**src/sv/bcmru_pkg.sv**
```systemverilog
// ----------------------------------------------------------------------------
// bcmru_pkg
// Shared types and codes of the block cache with MRU replacement.
// ----------------------------------------------------------------------------
package bcmru_pkg;

	localparam logic [1:0] CMD_LOOKUP = 2'd0;
	localparam logic [1:0] CMD_INSERT = 2'd1;
	localparam logic [1:0] CMD_UPDATE = 2'd2;
	localparam logic [1:0] CMD_RSVD   = 2'd3;

	localparam logic [2:0] ST_HIT     = 3'd0;
	localparam logic [2:0] ST_MISS    = 3'd1;
	localparam logic [2:0] ST_WRITTEN = 3'd2;
	localparam logic [2:0] ST_ABSENT  = 3'd3;
	localparam logic [2:0] ST_INVALID = 3'd4;

	localparam int DISK_W  = 4;
	localparam int BLOCK_W = 8;
	localparam int WORD_W  = 5;
	localparam int DATA_W  = 64;
	localparam int CFG_W   = 7;

	// Commands from the controller to the datapath.
	typedef struct packed {
		logic latch;     // capture the input item
		logic decide;    // update tags and run state, write data word
		logic rd_start;  // load the read word counter
		logic rd_next;   // advance the read word counter
	} bcmru_cmd_t;

	// Status from the datapath to the controller.
	typedef struct packed {
		logic [2:0] status;  // single-result status of the latched item
		logic       is_hit;  // lookup hit: a run of words follows
		logic       rd_last; // RAM output at the final word
	} bcmru_stat_t;

endpackage

```
**src/sv/bcmru_ctrl.sv**
```systemverilog
// ----------------------------------------------------------------------------
// bcmru_ctrl
// Controller: sequences accept, decision, block read-out and result hand-off.
// ----------------------------------------------------------------------------
module bcmru_ctrl (
	input  logic                    clk,
	input  logic                    arst_n,
	input  logic                    in_valid,
	output logic                    in_ready,
	output logic                    out_valid,
	input  logic                    out_ready,
	output bcmru_pkg::bcmru_cmd_t   ctrl_cmd,
	input  bcmru_pkg::bcmru_stat_t  dp_stat,
	input  logic [63:0]             rd_word,
	input  logic [4:0]              rd_index,
	output logic [2:0]              status,
	output logic [63:0]             read_word,
	output logic [4:0]              read_index,
	output logic                    last_of_run
);

	localparam logic [2:0] S_IDLE   = 3'd0;
	localparam logic [2:0] S_DECIDE = 3'd1;
	localparam logic [2:0] S_RADDR  = 3'd2;
	localparam logic [2:0] S_RDATA  = 3'd3;

	logic [2:0]  state_q;
	logic        ovalid_q;
	logic        more_q;
	logic        obuf_free;
	logic        load_single;
	logic        load_word;
	logic [2:0]  status_q;
	logic [63:0] rword_q;
	logic [4:0]  rindex_q;
	logic        last_q;

	assign obuf_free   = !ovalid_q || out_ready;
	assign out_valid   = ovalid_q;
	assign in_ready    = (state_q == S_IDLE);
	assign load_single = (state_q == S_DECIDE) && obuf_free && !dp_stat.is_hit;
	assign load_word   = (state_q == S_RDATA) && obuf_free;

	assign status      = status_q;
	assign read_word   = rword_q;
	assign read_index  = rindex_q;
	assign last_of_run = last_q;

	always_comb begin
		ctrl_cmd          = '0;
		ctrl_cmd.latch    = (state_q == S_IDLE) && in_valid;
		ctrl_cmd.decide   = (state_q == S_DECIDE) && obuf_free;
		ctrl_cmd.rd_start = ctrl_cmd.decide && dp_stat.is_hit;
		// Counter leads the RAM output by one word.
		ctrl_cmd.rd_next  = (state_q == S_RADDR) ||
			((state_q == S_RDATA) && obuf_free && more_q);
	end

	always_ff @(posedge clk or negedge arst_n) begin
		if (!arst_n) begin
			state_q  <= S_IDLE;
			ovalid_q <= 1'b0;
			more_q   <= 1'b0;
			status_q <= '0;
			rword_q  <= '0;
			rindex_q <= '0;
			last_q   <= 1'b0;
		end else begin
			ovalid_q <= load_single || load_word || (ovalid_q && !out_ready);
			if (load_single) begin
				status_q <= dp_stat.status;
				rword_q  <= '0;
				rindex_q <= '0;
				last_q   <= 1'b1;
			end else if (load_word) begin
				status_q <= bcmru_pkg::ST_HIT;
				rword_q  <= rd_word;
				rindex_q <= rd_index;
				last_q   <= dp_stat.rd_last;
			end
			case (state_q)
				S_IDLE: begin
					if (in_valid) begin
						state_q <= S_DECIDE;
					end
				end
				S_DECIDE: begin
					if (obuf_free) begin
						state_q <= dp_stat.is_hit ? S_RADDR : S_IDLE;
					end
				end
				S_RADDR: begin
					more_q  <= 1'b1;
					state_q <= S_RDATA;
				end
				S_RDATA: begin
					if (load_word && dp_stat.rd_last) begin
						state_q <= S_IDLE;
					end
				end
				default: begin
					state_q <= S_IDLE;
				end
			endcase
		end
	end

endmodule

```
**config.mk**
```make
export PLATFORM = sky130hd
export DESIGN_NAME = bcmru_ctrl
export DESIGN_NICKNAME = d
export VERILOG_FILES = /design/src/sv/bcmru_pkg.sv /design/src/sv/bcmru_ctrl.sv
export SDC_FILE = /design/constraint.sdc
export NUM_CORES = 1
export LEC_CHECK = 0
export BUFFER_PORTS_ARGS = -buffer_cell sky130_fd_sc_hd__buf_2
export CAP_MARGIN = 25
export CORE_UTILIZATION = 30
export CTS_BUF_LIST = sky130_fd_sc_hd__clkbuf_16
export CTS_CLUSTER_SIZE = 30
export DETAILED_ROUTE_END_ITERATION = 7
export GPL_TIMING_DRIVEN = 0
export PLACE_DENSITY = 0.68
export SYNTH_ARGS = -nofsm -noshare
export SYNTH_HDL_FRONTEND = slang
export SYNTH_SLANG_ARGS = --single-unit
```
**constraint.sdc**
```tcl
create_clock -name clk -period 1.5 [get_ports clk]
set_input_delay 0.15 -clock clk [delete_from_list [all_inputs] [get_ports clk]]
set_output_delay 0.15 -clock clk [all_outputs]
set_load 0.05 [all_outputs]
```
==> results of run 1 <==
==> synth_stat cells <==
library cell	n	area, um2
o211ai_1	3	22.52
buf_6	16	180.2
nand2_1	6	22.52
and3_1	1	6.260
buf_2	1	5.000
nor3_1	1	5.000
clkbuf_1	1	3.750
a21oi_1	3	15.01
a31oi_1	3	18.77
nand4_1	3	18.77
nor2b_1	2	12.51
nor2_1	4	15.01
nand2b_1	1	6.260
nand3_4	1	17.52
a21o_1	1	7.510
a22o_1	69	604.3
nand2b_4	1	13.76
inv_1	5	18.77
and2_1	2	12.51
dfrtp_1	77	1927
==> final cells by class <==
class | count | area, um2 | share of cell area, %
buffer | 17 | 187.7 | 4.291
clock buffer | 9 | 225.2 | 5.149
clock inverter | 6 | 127.6 | 2.918
inverter | 5 | 18.77 | 0.4291
multi-input combinational | 101 | 823.3 | 18.82
sequential | 77 | 1927 | 44.05
tap | 129 | 161.4 | 3.690
timing repair buffer | 166 | 903.4 | 20.65
==> per-layer routing <==
metal,wire (um),vias up,track usage (%)
li1,-,1108,-
met1,3274,1162,17.90
met4,60,0,4.013
met5,0,-,0
met2,3538,93,22.92
met3,350,7,4.508
==> through the flow <==
stage	TNS, ns	utilization, %
2_1_floorplan	-0.04860	-
3_3_place_gp	-15.21	41.58
3_5_place_dp	0	41.82
4_1_cts	0	45.94
5_1_grt	0	46.68
6_report	0	46.68
==> repair_timing <==
item,in CTS,in global routing
endpoints found under the hold margin,39,0
hold buffers,1,0
setup buffers,1,7
gates resized for setup,10,2
setup endpoints to repair,5,4
==> logic make-up (layout without fill, tap and decap cells) <==
logic type	Yosys count	after routing	share of synthesized area, %
AO/OA/AOI/OAI	79	79	22.78
flip-flops	77	77	65.70
buffers and inverters	23	203	7.082
AND/OR/NAND/NOR	22	22	4.437
==> flip-flops by register name (all words and copies together) (netlist names) <==
register	flops
out_valid	1
more_q	1
read_index	5
read_word	64
last_of_run	1
state_q	2
status	3
==> final timing paths <==
kind,from,end,slack [ns],cells after the start
max,state_q[0],ctrl_cmd[0],0.08,5
min,rd_word[56],read_word[56],0.04,2
max reg2reg,out_valid,read_word[63],0.10,6
min reg2reg,more_q,more_q,0.49,1
max in group asynchronous,arst_n,read_word[57],0.58,3
min in group asynchronous,arst_n,read_word[4],0.34,2
==> critical path, cell delays in order, from the launching register on <==
cell and delay [ns]:
dfrtp_1 0.39, buf_6 0.14, inv_1 0.08, a21oi_2 0.05, nor2b_4 0.10, buf_4 0.19
==> cell usage in the layout, fill, tap and decap left out, types with 2 or more instances in the layout <==
| cell | n |
|---|---|
| buf_6 | 18 |
| nand4_1 | 3 |
| a21oi_1 | 2 |
| bufinv_16 | 4 |
| nand2_1 | 6 |
| buf_4 | 11 |
| a31oi_1 | 3 |
| dfrtp_1 | 77 |
| o211ai_1 | 3 |
| inv_1 | 6 |
| buf_2 | 151 |
| a22o_1 | 69 |
| buf_12 | 2 |
| clkbuf_16 | 9 |
| nor2_2 | 2 |
==> impl_metrics.env, run 1 <==
export IMPL_clk_latency_ns=0.32
export IMPL_dpl_cell_count=487
export IMPL_clock_sinks=77
export IMPL_synth_cell_types=20
export IMPL_vias=2370
export IMPL_cp_max_fo=6
export IMPL_required_ns=1.35
export IMPL_post_dp_cell_area_um2=3919
export IMPL_antenna_found_initial=0
export IMPL_status="finished, final reports clean"
export IMPL_design_area_um2=4374
export IMPL_rows=35
export IMPL_setup_viol=0
export IMPL_relSlewSlack_pct=66.70
export IMPL_wl_per_cell_um=14.16
export IMPL_die_height_um=100.9
export IMPL_tightest_slew_ns=0.4996
export IMPL_htree_levels=3
export IMPL_drive_gt1_share_pct=53.28
export IMPL_pre_cts_ws_ns=0.1271
export IMPL_drt_pass1_iter_count=4
export IMPL_rsz0062_at_grt="false"
export IMPL_num_fill_cells=864
export IMPL_yosysWarnings=0
export IMPL_port_buffers=156
export IMPL_hold_path_class="primary input to flip-flop"
export IMPL_nets=455
export IMPL_setup_ws_ns=0.07536
export IMPL_clkTransAtPathRegs_ns=0.06
export IMPL_die_w_um=100.9
export IMPL_syn2layout_area_growth_pct=49.15
export IMPL_die_area_um2=10180
export IMPL_syn_area_um2=2933
export IMPL_clock_root_buffer="clkbuf_16"
export IMPL_ys_ff_latch=77
export IMPL_ios=157
export IMPL_clock_fmax_mhz=701.9
export IMPL_dp_hpwl_um=5024
export IMPL_grt_max_degree=41
export IMPL_fin_worst_skew_ns=0.008962
export IMPL_drt_iter0_markers=54
export IMPL_grt_pass1_wl_um=10850
export IMPL_gp_congestion=0.7354
export IMPL_hold_worst_slack_ns=0.03841
export IMPL_period_minus_slack_ns=1.425
export IMPL_grt_pass1_vias=2276
export IMPL_clockBufferDepth=2
export IMPL_critPathKind="flip-flop to output pin"
export IMPL_via_per_inst=4.647
export IMPL_hold_viol=0
export IMPL_final_cells=510
export IMPL_setup_worst_path_start_class="flip-flop"
export IMPL_numCtsBuffers=9
export IMPL_antenna_left=0
export IMPL_core_um2=9371
export IMPL_syn_avg_cell_area_um2=14.59
export IMPL_antenna_cells=0
export IMPL_route_detailed_drc=0
export IMPL_slew_viol_final=0
export IMPL_grt_util_all_layers_pct=14.05
export IMPL_crit_path_end_kind="output pin"
export IMPL_fin_crit_sh_pct=94.98
export IMPL_grt_remaining_overflow=0
export IMPL_syn_inst=201
export IMPL_crit_arrival_ns=1.27
export IMPL_yosysSeqAreaShare_pct=65.70
export IMPL_synth_nets=279
export IMPL_cts_tree="done"
export IMPL_drt_wl_total_um=7224
export IMPL_max_cap_violations=0
export IMPL_start_util_pct=31.30
Power of run 1 is left out: the tool's default activity adds up to more than one toggle a clock period on the data nets, which glitch-free logic cannot reach.
==> run 2, diff against run 1 <==
- REMOVE_ABC_BUFFERS: default -> 1
==> run 2 against run 1 <==
Global-route usage is 2.0 points higher. First-iteration DRC count rose by 100%. Via count is 1.1% higher. Routed wire length grew 12%.
==> impl_metrics.env, run 2 (synthesis gave the netlist of run 1 again) <==
export IMPL_htree_levels=3
export IMPL_drive_gt1_share_pct=53.65
export IMPL_status="finished, final reports clean"
export IMPL_cp_max_fo=7
export IMPL_nets=457
export IMPL_clockBufferDepth=2
export IMPL_cpMaxStageDelayCell="dfrtp_1"
export IMPL_fin_worst_skew_ns=0.01047
export IMPL_reg2regPathDepth=6
export IMPL_route_detailed_drc=0
export IMPL_r2r_end="read_index[3]"
export IMPL_drt_pass1_iter_count=4
export IMPL_post_dp_cell_area_um2=3737
export IMPL_design_area_um2=4338
export IMPL_clock_fmax_mhz=689.8
export IMPL_grt_pass1_wl_um=12120
export IMPL_grt_max_degree=75
export IMPL_r2r_start="state_q[0]"
export IMPL_critPathKind="flip-flop to output pin"
export IMPL_hold_path_class="primary input to flip-flop"
export IMPL_rsz0062_at_grt="true"
export IMPL_crit_path_end_kind="output pin"
export IMPL_clk_latency_ns=0.32
export IMPL_layout_commonest_cell="buf_2"
export IMPL_start_util_pct=31.30
export IMPL_hold_viol=0
export IMPL_cp_slowest_stage_delay_ns=0.41
export IMPL_max_cap_violations=0
export IMPL_drt_iter0_markers=108
export IMPL_fin_crit_sh_pct=96.64
export IMPL_largest_register_ffs=64
export IMPL_die_height_um=100.9
export IMPL_setup_viol=0
export IMPL_period_minus_slack_ns=1.450
export IMPL_die_w_um=100.9
export IMPL_antenna_cells=0
export IMPL_setup_worst_path_start_class="flip-flop"
export IMPL_cp_cell_sequence="nand2b_4 -> nand2_1 -> nor2_1 -> clkbuf_4"
export IMPL_ios=157
export IMPL_grt_remaining_overflow=0
export IMPL_drt_wl_total_um=8095
export IMPL_hold_path_end="state_q[1]"
export IMPL_layout_common_cells="buf_2, dfrtp_1, a22o_1, buf_4, clkbuf_16"
export IMPL_grt_util_all_layers_pct=16.01
export IMPL_gp_congestion=0.7458
export IMPL_wl_per_cell_um=15.78
export IMPL_hold_start="dp_stat[0]"
export IMPL_via_per_inst=4.669
export IMPL_clock_root_buffer="clkbuf_16"
export IMPL_vias=2395
export IMPL_crit_arrival_ns=1.30
export IMPL_antenna_found_initial=0
export IMPL_die_area_um2=10180
export IMPL_rows=35
export IMPL_cts_tree="done"
export IMPL_tightest_slew_ns=0.3603
export IMPL_grt_pass1_vias=2310
export IMPL_reg2reg_slack_ns=0.06
export IMPL_clock_sinks=77
export IMPL_antenna_left=0
export IMPL_numCtsBuffers=9
export IMPL_port_buffers=156
export IMPL_min_path_cells=2
export IMPL_syn2layout_area_growth_pct=47.91
export IMPL_clkTransAtPathRegs_ns=0.06
export IMPL_required_ns=1.35
export IMPL_core_um2=9371
export IMPL_relSlewSlack_pct=75.98
export IMPL_slew_viol_final=0
export IMPL_dp_hpwl_um=4474
## run 2: cell types whose count changed in the layout (fill, tap and decap cells not counted), sizes merged
cell | before | now
buf | 182 | 178
bufinv | 4 | 1
nand3 | 1 | 4
clkbuf | 9 | 11
clkinvlp | 0 | 2
and3 | 1 | 2
clkinv | 1 | 2
inv | 6 | 7
## run 2: what timing repair did
action,in CTS,in global routing
hold buffers,1,0
gates resized for setup,12,5
setup endpoints to repair,75,3
pin swaps,4,0
setup buffers,20,2
hold endpoints to repair,77,0
cloned,4,0
## run 2: how the worst max path moves through the flow
| stage | startpoint | to | slack, ns | cells after the start |
|---|---|---|---|---|
| 6_report | out_valid | ctrl_cmd[2] | 0.05 | 4 |
| 5_1_grt | out_valid | ctrl_cmd[2] | -0.008 | 4 |
| 4_1_cts | state_q[0] | ctrl_cmd[3] | 0.02 | 3 |
| 3_5_place_dp | state_q[1] | read_index[3] | -0.52 | 3 |
| 3_3_place_gp | state_q[0] | read_word[34] | -1.37 | 2 |
| 2_1_floorplan | out_valid | last_of_run | -0.94 | 3 |
## run 2: routing by layer
metal	routed length (um)	vias up	GRT usage, %
met5	0	-	0
met4	62	0	5.351
met3	475	6	3.606
met2	3789	117	25.45
met1	3767	1152	21.65
li1	-	1120	-
## run 2: cell type report
| class | count | area (um2) |
|---|---|---|
| flip-flops and latches | 77 | 1932 |
| clock inverters | 7 | 66.31 |
| multi-input cells | 105 | 875.8 |
| inverters | 5 | 18.77 |
| clock buffers | 9 | 225.2 |
| repair buffers | 181 | 1059 |
| well taps | 129 | 161.4 |
| fillers | 903 | 5034 |
## run 2: critical path: cells and delay by family, from the launching register on
family | cells | cell delay (ns)
buf+inv | 1 | 0.24
flops | 1 | 0.41
simple gates | 3 | 0.32
## run 2: per-stage QoR
| step | util (%) | hold WS (ns) | setup WS [ns] | setup TNS [ns] | instances |
|---|---|---|---|---|---|
| floorplan | - | -0.1456 | -0.9352 | -65.29 | 183 |
| global placement | 39.33 | 0.3643 | -1.372 | -109.24 | 468 |
| detailed placement | 39.88 | -0.03862 | -0.5238 | -34.90 | 470 |
| CTS | 45.99 | 0.01497 | 0.02439 | 0 | 511 |
| global route | 46.29 | 0.01897 | -0.007734 | -0.008379 | 513 |
| finish | 46.29 | 0.02620 | 0.05041 | 0 | 513 |
Power of run 2 is left out for the same reason.
